$ cat config.mk
export PLATFORM = sky130hd
export DESIGN_NAME = bit_spread_serial_line_codec_unit
export DESIGN_NICKNAME = d
export VERILOG_FILES = /design/src/rtl/core/bsslc_pkg.sv /design/src/rtl/core/bit_spread_serial_line_codec_unit.sv /design/src/rtl/core/bsslc_encoder.sv /design/src/rtl/core/bsslc_decoder.sv
export SDC_FILE = /design/constraint.sdc
export NUM_CORES = 1
export LEC_CHECK = 0
export BUFFER_PORTS_ARGS = -buffer_cell sky130_fd_sc_hd__buf_2
export CAP_MARGIN = 25
export CORE_AREA = 2 2 98 81
export DETAILED_ROUTE_END_ITERATION = 10
export DIE_AREA = 0 0 100 83
export PLACE_DENSITY = 0.68
export RECOVER_POWER = 100
export SLEW_MARGIN = 20
export SYNTH_ARGS = -nofsm -noshare
export SYNTH_HDL_FRONTEND = slang
export SYNTH_SLANG_ARGS = --single-unit
$ cat constraint.sdc
create_clock -name clk_i -period 8.5 [get_ports clk_i]
set_clock_uncertainty 0.05 [all_clocks]
set_input_delay 1.7 -clock clk_i [delete_from_list [all_inputs] [get_ports clk_i]]
set_output_delay 1.7 -clock clk_i [all_outputs]
set_load 0.1 [all_outputs]
$ cat src/rtl/core/bsslc_pkg.sv
`timescale 1ns / 1ps
// ----------------------------------------------------------------------------
// Bit-spread line codec package
// Shared item and result types, line constants and the group spreading rule.
// ----------------------------------------------------------------------------
package bsslc_pkg;

  localparam int unsigned ByteW   = 8;
  localparam int unsigned LenW    = 10;
  localparam int unsigned StepW   = 4;

  localparam logic        OP_ENCODE = 1'b0;
  localparam logic        OP_DECODE = 1'b1;

  localparam logic [ByteW-1:0] LINE_IDLE = 8'hFF;
  localparam logic [ByteW-1:0] CHAR_CR   = 8'h0D;
  localparam logic [ByteW-1:0] CHAR_LF   = 8'h0A;
  localparam int unsigned      LowCarrierBit  = 2;
  localparam int unsigned      HighCarrierBit = 5;

  localparam logic [LenW-1:0]  MAX_LEN_RESET = 10'd512;

  // last encode step of a plain character and of a character with CR LF
  localparam logic [StepW-1:0] STEP_LAST_CHAR = 4'd3;
  localparam logic [StepW-1:0] STEP_LAST_TERM = 4'd11;

  typedef struct packed {
    logic             append_terminator;
    logic [ByteW-1:0] data;
    logic             op;
  } item_t;

  typedef struct packed {
    logic             last;
    logic             overflow;
    logic             end_of_line;
    logic             from_decoder;
    logic [ByteW-1:0] out_byte;
  } result_t;

  // Line byte for one bit pair: a zero payload bit clears its carrier bit.
  function automatic logic [ByteW-1:0] spread_pair(input logic [1:0] pair);
    logic [ByteW-1:0] b;
    b = LINE_IDLE;
    b[LowCarrierBit]  = pair[0];
    b[HighCarrierBit] = pair[1];
    return b;
  endfunction

endpackage

$ cat src/rtl/core/bit_spread_serial_line_codec_unit.sv
`timescale 1ns / 1ps
// ----------------------------------------------------------------------------
// Bit-spread serial line codec
// Encodes characters into four line bytes each and decodes received line
// bytes back into characters with CR LF and message length checks.
// ----------------------------------------------------------------------------
// A request is held in an input register and its results leave through one
// output register, one result per cycle while the output is taken. An encode
// request yields four line bytes (twelve with append_terminator); a decode
// request holds one line byte; only every fourth line byte produces a result.
// A new request is taken in the cycle the held one finishes. A result waiting
// at the output stalls a held encode request and the fourth byte of a decode
// group until it is taken; the first three bytes of a group never stall.
// ----------------------------------------------------------------------------
module bit_spread_serial_line_codec_unit (
  input  logic       clk_i,
  input  logic       rst_ni,
  input  logic       cfg_wr_en_i,
  input  logic [9:0] cfg_wr_data_i,   // max_message_length
  input  logic       s_axis_tvalid_i,
  output logic       s_axis_tready_o,
  input  logic [7:0] s_axis_tdata_i,  // [7:0] data
  input  logic [1:0] s_axis_tuser_i,  // [0] op, [1] append_terminator
  output logic       m_axis_tvalid_o,
  input  logic       m_axis_tready_i,
  output logic [7:0] m_axis_tdata_o,  // [7:0] out_byte
  output logic [2:0] m_axis_tuser_o,  // [0] from_decoder, [1] end_of_line, [2] overflow
  output logic       m_axis_tlast_o
);
  import bsslc_pkg::*;

  logic [LenW-1:0] max_len_q;
  logic            in_vld_q;
  item_t           in_item_q;
  logic            out_vld_q, out_vld_d;
  result_t         out_res_q;

  logic    is_enc, out_free, out_load, item_done;
  logic    enc_done, dec_complete;
  result_t enc_res, dec_res;

  assign is_enc   = (in_item_q.op == OP_ENCODE);
  assign out_free = !out_vld_q || m_axis_tready_i;

  bsslc_encoder u_enc (
    .clk_i    (clk_i),
    .rst_ni   (rst_ni),
    .active_i (in_vld_q && is_enc),
    .adv_i    (out_free),
    .data_i   (in_item_q.data),
    .term_i   (in_item_q.append_terminator),
    .res_o    (enc_res),
    .done_o   (enc_done)
  );

  bsslc_decoder u_dec (
    .clk_i      (clk_i),
    .rst_ni     (rst_ni),
    .consume_i  (in_vld_q && !is_enc && item_done),
    .data_i     (in_item_q.data),
    .max_len_i  (max_len_q),
    .complete_o (dec_complete),
    .res_o      (dec_res)
  );

  // partial decode groups finish without touching the output
  assign item_done = in_vld_q && (is_enc ? enc_done : (!dec_complete || out_free));
  assign out_load  = in_vld_q && out_free && (is_enc || dec_complete);
  assign s_axis_tready_o = !in_vld_q || item_done;

  always_comb begin
    out_vld_d = out_vld_q;
    if (out_load) begin
      out_vld_d = 1'b1;
    end else if (m_axis_tready_i) begin
      out_vld_d = 1'b0;
    end
  end

  always_ff @(posedge clk_i or negedge rst_ni) begin
    if (!rst_ni) begin
      max_len_q <= MAX_LEN_RESET;
      in_vld_q  <= 1'b0;
      out_vld_q <= 1'b0;
    end else begin
      if (cfg_wr_en_i) begin
        max_len_q <= cfg_wr_data_i;
      end
      if (s_axis_tready_o) begin
        in_vld_q <= s_axis_tvalid_i;
      end
      out_vld_q <= out_vld_d;
    end
  end

  always_ff @(posedge clk_i) begin
    if (s_axis_tvalid_i && s_axis_tready_o) begin
      in_item_q.op                <= s_axis_tuser_i[0];
      in_item_q.append_terminator <= s_axis_tuser_i[1];
      in_item_q.data              <= s_axis_tdata_i;
    end
    if (out_load) begin
      out_res_q <= is_enc ? enc_res : dec_res;
    end
  end

  assign m_axis_tvalid_o = out_vld_q;
  assign m_axis_tdata_o  = out_res_q.out_byte;
  assign m_axis_tuser_o  = {out_res_q.overflow, out_res_q.end_of_line,
                            out_res_q.from_decoder};
  assign m_axis_tlast_o  = out_res_q.last;

`ifndef SYNTHESIS
  a_enc_no_flags: assert property (@(posedge clk_i) disable iff (!rst_ni)
    out_vld_q && !out_res_q.from_decoder |-> !out_res_q.end_of_line && !out_res_q.overflow)
    else $error("encoded line byte carries decoder flags");

  a_eol_ovf_excl: assert property (@(posedge clk_i) disable iff (!rst_ni)
    out_vld_q |-> !(out_res_q.end_of_line && out_res_q.overflow))
    else $error("end of line and overflow both set");

  a_dec_last: assert property (@(posedge clk_i) disable iff (!rst_ni)
    out_vld_q && out_res_q.from_decoder |-> out_res_q.last)
    else $error("decoded character not marked last");

  a_hold_item: assert property (@(posedge clk_i) disable iff (!rst_ni)
    in_vld_q && !item_done |=> in_vld_q && $stable(in_item_q))
    else $error("held request lost before it finished");
`endif

endmodule

$ cat src/rtl/core/bsslc_encoder.sv
`timescale 1ns / 1ps
// ----------------------------------------------------------------------------
// Bit-spread line encoder
// Steps through the four line bytes of a character, plus CR and LF on request.
// ----------------------------------------------------------------------------
module bsslc_encoder (
  input  logic                   clk_i,
  input  logic                   rst_ni,
  input  logic                   active_i,
  input  logic                   adv_i,
  input  logic [7:0]             data_i,
  input  logic                   term_i,
  output bsslc_pkg::result_t     res_o,
  output logic                   done_o
);
  import bsslc_pkg::*;

  logic [StepW-1:0] step_q, step_d;
  logic [StepW-1:0] last_step;
  logic [ByteW-1:0] ch;
  logic [1:0]       pair;
  logic             at_last;

  assign last_step = term_i ? STEP_LAST_TERM : STEP_LAST_CHAR;
  assign at_last   = (step_q == last_step);
  assign done_o    = active_i && adv_i && at_last;

  always_comb begin
    case (step_q[3:2])
      2'd1:    ch = CHAR_CR;
      2'd2:    ch = CHAR_LF;
      default: ch = data_i;
    endcase
    case (step_q[1:0])
      2'd0:    pair = ch[1:0];
      2'd1:    pair = ch[3:2];
      2'd2:    pair = ch[5:4];
      default: pair = ch[7:6];
    endcase
  end

  always_comb begin
    res_o              = '0;
    res_o.out_byte     = spread_pair(pair);
    res_o.from_decoder = 1'b0;
    res_o.last         = at_last;
  end

  always_comb begin
    step_d = step_q;
    if (active_i && adv_i) begin
      step_d = at_last ? '0 : step_q + 4'd1;
    end
  end

  always_ff @(posedge clk_i or negedge rst_ni) begin
    if (!rst_ni) begin
      step_q <= '0;
    end else begin
      step_q <= step_d;
    end
  end

endmodule

$ cat src/rtl/core/bsslc_decoder.sv
`timescale 1ns / 1ps
// ----------------------------------------------------------------------------
// Bit-spread line decoder
// Collects four line bytes into a character and tracks line end and length.
// ----------------------------------------------------------------------------
module bsslc_decoder (
  input  logic                   clk_i,
  input  logic                   rst_ni,
  input  logic                   consume_i,
  input  logic [7:0]             data_i,
  input  logic [9:0]             max_len_i,
  output logic                   complete_o,
  output bsslc_pkg::result_t     res_o
);
  import bsslc_pkg::*;

  logic [1:0]      pos_q, pos_d;
  logic [5:0]      part_q, part_d;
  logic            prev_cr_q, prev_cr_d;
  logic [LenW-1:0] msg_len_q, msg_len_d;

  logic [1:0]       pair;
  logic [ByteW-1:0] ch;
  logic [LenW:0]    len;
  logic             eol, ovf;

  assign pair       = {data_i[HighCarrierBit], data_i[LowCarrierBit]};
  assign ch         = {pair, part_q};
  assign len        = {1'b0, msg_len_q} + 11'd1;
  assign eol        = prev_cr_q && (ch == CHAR_LF);
  assign ovf        = !eol && (len > {1'b0, max_len_i});
  assign complete_o = (pos_q == 2'd3);

  always_comb begin
    res_o              = '0;
    res_o.out_byte     = ch;
    res_o.from_decoder = 1'b1;
    res_o.end_of_line  = eol;
    res_o.overflow     = ovf;
    res_o.last         = 1'b1;
  end

  always_comb begin
    pos_d     = pos_q;
    part_d    = part_q;
    prev_cr_d = prev_cr_q;
    msg_len_d = msg_len_q;
    if (consume_i) begin
      if (!complete_o) begin
        pos_d = pos_q + 2'd1;
        case (pos_q)
          2'd0:    part_d[1:0] = pair;
          2'd1:    part_d[3:2] = pair;
          default: part_d[5:4] = pair;
        endcase
      end else begin
        pos_d  = '0;
        part_d = '0;
        if (eol || ovf) begin
          msg_len_d = '0;
          prev_cr_d = 1'b0;
        end else begin
          msg_len_d = len[LenW-1:0];
          prev_cr_d = (ch == CHAR_CR);
        end
      end
    end
  end

  always_ff @(posedge clk_i or negedge rst_ni) begin
    if (!rst_ni) begin
      pos_q     <= '0;
      part_q    <= '0;
      prev_cr_q <= 1'b0;
      msg_len_q <= '0;
    end else begin
      pos_q     <= pos_d;
      part_q    <= part_d;
      prev_cr_q <= prev_cr_d;
      msg_len_q <= msg_len_d;
    end
  end

endmodule
* After elaboration in Yosys (flattened, before gate mapping) *
Cells that the tools add are included.

storage, ports and cells
  register bits = 57
  bits in latches = 0
  RAM bits = 0
  memory bits (read-only) = 0
  output and inout bits = 14
  memories = 0

cells by class
  $add $sub $neg = 3
  multiply operators = 0
  div/mod/pow operators = 0
  $lt $le $gt $ge = 1
  equality and inequality tests = 10
  shifts and indexed selects = 0
  multiplexer cells = 15
  bitwise gates (word level) = 1
  reduce and logical (&&, ||, !) cells = 30

operators with widths
  operator                                               number
  equality test 8 x 4 -> 1 bit, second input constant    2
  case mux 8 bit (2 select lines)                        1
  adder 10 x 1 -> 11 bit, second input constant          1
  greater-than comparator 11 x 10 -> 1 bit               1
  logical AND 1 bit                                      11
  two-way mux 10 bit                                     1
  two-way mux 9 bit                                      1
  two-way mux 2 bit                                      4
  two-way mux 4 bit                                      2
  AND reduction 2 bit                                    4
  equality test 2 x 1 -> 1 bit, second input constant    3
  equality test 2 bit, second input constant             3
  two-way mux 6 bit                                      1
  case mux 2 bit (3 select lines)                        1
  nonzero test 2 bit                                     3
  logical OR 1 bit                                       5
  adder 4 x 1 -> 4 bit, second input constant            1
  equality test 4 bit                                    1
  zero test 1 bit                                        4
  zero test 2 bit                                        2
  two-way mux 1 bit                                      4
  adder 2 x 1 -> 2 bit, second input constant            1
  inequality test 2 x 1 -> 1 bit, second input constant  1
  OR reduction 2 bit                                     1
  inverter 1 bit                                         1

* Logic depth before layout (Yosys ltp) *
  depth after elaboration = 8
  gate-level depth with buffers = 14

* Cells and area by module *
From an unflattened synthesis, not the netlist that was laid out.

unflattened totals
  cell total of the unflattened synthesis = 300
  area total of the unflattened synthesis = 3273.1 sq um

by module, submodules not included
  module                             instances  cells an instance  area an instance (sq um)
  bsslc_decoder                      1          168                1443.9
  bit_spread_serial_line_codec_unit  1          76                 1378.8
  bsslc_encoder                      1          56                 450.4

* Worst setup path before layout *
OpenSTA, ideal clock, no wires.

  path kind = in2out
  start = input m_axis_tready_i
  end = output s_axis_tready_o
  arrival = 4144 ps
  data required time = 6750 ps
  path slack = 2606 ps
  cell stages on the path = 3
  path buffers = 0
  cell sequence = nand2b_1 > nor2_1 > o21ai_0

between the ends
  cells in the longest elaborated chain, start to end = 6
  elaborated cells between the ends (all ways) = 7
  classes of those cells = mux (1); reduce/logical (6)

ends and longest elaborated chain
  element                          line                                     text
  start, declared                  bit_spread_serial_line_codec_unit.sv:25  input logic m_axis_tready_i,
  logical OR 1 bit (*)             bit_spread_serial_line_codec_unit.sv:43  assign out_free = !out_vld_q || m_axis_tready_i;
  logical AND 1 bit (2 in series)  bsslc_encoder.sv:26                      assign done_o = active_i && adv_i && at_last;
  two-way mux 1 bit (*)            bit_spread_serial_line_codec_unit.sv:67  assign item_done = in_vld_q && (is_enc ? enc_done : (!dec_complete || out_free));
  logical AND 1 bit (*)            bit_spread_serial_line_codec_unit.sv:67
  logical OR 1 bit (*)             bit_spread_serial_line_codec_unit.sv:69  assign s_axis_tready_o = !in_vld_q || item_done;
  end, declared                    bit_spread_serial_line_codec_unit.sv:21  output logic s_axis_tready_o,

Every way passes the cells marked *; elsewhere a longest branch is shown, timed or not.

* Worst setup path in the final report *
Ends and elaborated chain as after synthesis.

==> metrics <==
total negative slack 0 ps; number of remaining DRC errors 0; Final nets 360; Final Hold Fails 0; max-cap violations 1; Mean Syn Cell Area 10.4 sq um; WP data arrival ~3300 ps; vias in the first global route between 2,000 and 2,500; fin area 3260 sq um; clk root buf clkbuf_8; Post-synth EDFFs 22; largest cells by area after synthesis dfrtp_1 (30%), edfxtp_1 (23%), ha_1 (8.8%); antenna fix cells 0; Worst path top cell family by delay buffers and inverters; hold buffers post-CTS 0; total gr overflow 0; Final min period slightly above 5000 ps; CTS buffer count 9; class of the worst hold path reg2reg; CP Capture Point s_axis_tready_o; I/O Buffers 38; Top FF cell, synth dfrtp_1; Async S/R FF share, synth 0.614; Required @ worst endpoint 6750 ps; Starting Density 0.389; Setup crit end kind primary output; RSZ-0062 raised after global routing no; PostCTS Resize Cnt 0; power per cell area roughly 300 nW/um^2; max_slew headroom -0.306; drt total wl approximately 5600 um; Worst Reg-to-Reg Cells 13; status finished, violations left; launch point of the worst path m_axis_tready_i; Vias/cell 4.99; core footprint about 7300 sq um; post-synth net total roughly 320; Worst-path clk slew 70 ps; Cells after Synth ~270; yosys warns 0; Rows 28; Hold Startpoint u_dec.prev_cr_q; DP HPWL ~4000 um; failing checks max-capacitance violations, max-slew violations; Seq cells post-synth 57; final setup fails 0; 1st-iter DRT viols between 100 and 150; number of detailed-route iterations in the first pass 4; P_leak between 1 and 1.5 nW; H-tree levels 3; Ports 39; maximum number of pins on one net before global-route repair 36; Synth top area share 0.300; critical path class in2out; Filler cells roughly 700; R2R Setup Slk between 5000 and 6000 ps; post-synthesis sequential area ratio 0.543; Startpoint Class input pin; Slew Viols, Final 36; insertion delay to the later sink of the worst-skew pair around 340 ps; Routed Antenna Nets 0; worst slew pin tran slightly below 2000 ps; CTS sink count 57; Pwr Total about 0.98 mW; CTS tree yes; Die Height between 80 and 90 um; slowest cell on the critical path clkbuf_1; DR WL/cell 13.6 um; die area approximately 8300 sq um; Total Routing Usage GR 0.151; first-pass GRT wire length slightly below 10,000 um; Placed Area between 3000 and 4000 sq um; r2r startpoint u_dec.msg_len_q[0]; critical path depth 5; crit path max fanout 5; Fmax a little under 200 MHz; count of cell types in the netlist 41; via count a little over 2,000; Layout area overhead 15.1%; FF-to-FF End u_dec.msg_len_q[6]; clock buffer depth 2; worst path bufs/invs 2; netlist area before placement around 2800 sq um; DIE WIDTH 100 um; initial antenna violation count 0; CP peak stage delay about 900 ps; VDD IR max between 0.1 and 0.15 mV; cells along the critical path buf_2 -> nand2b_1 -> a21oi_1 -> o21ai_0 -> clkbuf_1; final worst-path cycle share 0.592; Synth area leader dfrtp_1; routability cong. just over 0.9; proportion of layout cells with a drive suffix above 1 0.134; post-CTS setup buffers 0
## layout make-up
class | count | area (sq um) | share of cell area
clock buffer | 9 | 124 | 0.0380
clock inverter | 7 | 61.3 | 0.0188
inverter | 27 | 101 | 0.0311
multi-input combinational | 182 | 1150 | 0.353
sequential | 57 | 1540 | 0.472
tap | 90 | 113 | 0.0346
timing repair buffer | 38 | 170 | 0.0522
## cell families after synthesis
| family | synth area share |
|---|---|
| and+or+nand+nor | 0.156 |
| AOI/OAI and AO/OA | 0.123 |
| DFF | 0.543 |
| buffers and inverters | 0.0451 |
| adders and majority gates | 0.0884 |
| xor gates and xnor gates | 0.0247 |
| muxes | 0.0194 |
## metal layers
layer  track usage  vias up  share of wire
met2         0.224       54           0.44
met5             0        -              0
met3        0.0337       16          0.058
met4        0.0859        0          0.026
li1              -     1029              -
met1         0.202      947           0.48
## state kept, by name, indices dropped and copies added, names as in the netlist
signal / cells
in_vld_q: 1
m_axis_tdata_o: 8
m_axis_tuser_o: 3
u_dec.prev_cr_q: 1
u_enc.step_q: 4
max_len_q: 10
u_dec.part_q: 6
in_item_q: 10
m_axis_tlast_o: 1
m_axis_tvalid_o: 1
u_dec.msg_len_q: 10
u_dec.pos_q: 2
## synthesized netlist by cell type (2+ instances only)
master / number
inv_1: 27
edfxtp_1: 22
nand3_1: 10
mux2_2: 4
nand2_1: 37
xor2_1: 5
clkbuf_1: 4
o21ai_1: 8
and2_1: 2
nor2_1: 15
ha_1: 20
nor3_1: 2
a21oi_1: 10
nor2b_1: 2
nand2b_1: 10
nand4_1: 4
o22ai_1: 3
a21oi_2: 2
xnor2_1: 3
a32o_1: 4
nand3b_1: 2
and3_1: 3
dfrtp_1: 34
o21ai_0: 21
## worst min-delay path by stage
| stage | endpoint | slack, ps | depth (start not counted) |
|---|---|---|---|
| detailed placement | u_dec.prev_cr_q | 410 | 2 |
| floorplan | u_dec.prev_cr_q | 390 | 2 |
| CTS | u_dec.prev_cr_q | 430 | 2 |
| global route | u_dec.prev_cr_q | 480 | 2 |
| finish | u_dec.prev_cr_q | 430 | 2 |
| global placement | u_dec.prev_cr_q | 400 | 2 |
## stage by stage
step	hold slack, ps	instances	setup WS, ps	util
after floorplan	386	271	2610	-
after global placement	400	394	3940	0.427
after detailed placement	413	394	3900	0.427
after CTS	428	410	3880	0.452
after global routing	483	410	3370	0.447
final	427	410	3470	0.447
## worst min-delay path, stage by stage (launching register included)
cell and delay [ps]:
dfrtp_1 340, nand2_1 50, o41ai_1 60
## power by group
group,switching (mW),internal (mW),leakage [nW]
Clock,0.108,0.132,0.0962
Combinational,0.237,0.104,0.738
Sequential,0.0484,0.351,0.642
Total,0.394,0.587,1.48
## cells in the final DEF, fill, tap and decap left out, drive strengths merged, types with 2 or more instances in the layout
cell type  instances
nand2             37
dfrtp             34
o21ai             29
inv               27
clkbuf            25
edfxtp            22
buf               22
ha                20
nor2              15
a21oi             12
nand3             10
nand2b            10
xor2               5
clkinv             5
mux2               4
nand4              4
a32o               4
and3               3
xnor2              3
o22ai              3
nor3               2
nand3b             2
nor2b              2
and2               2
Power figures use the tool's default switching activity.
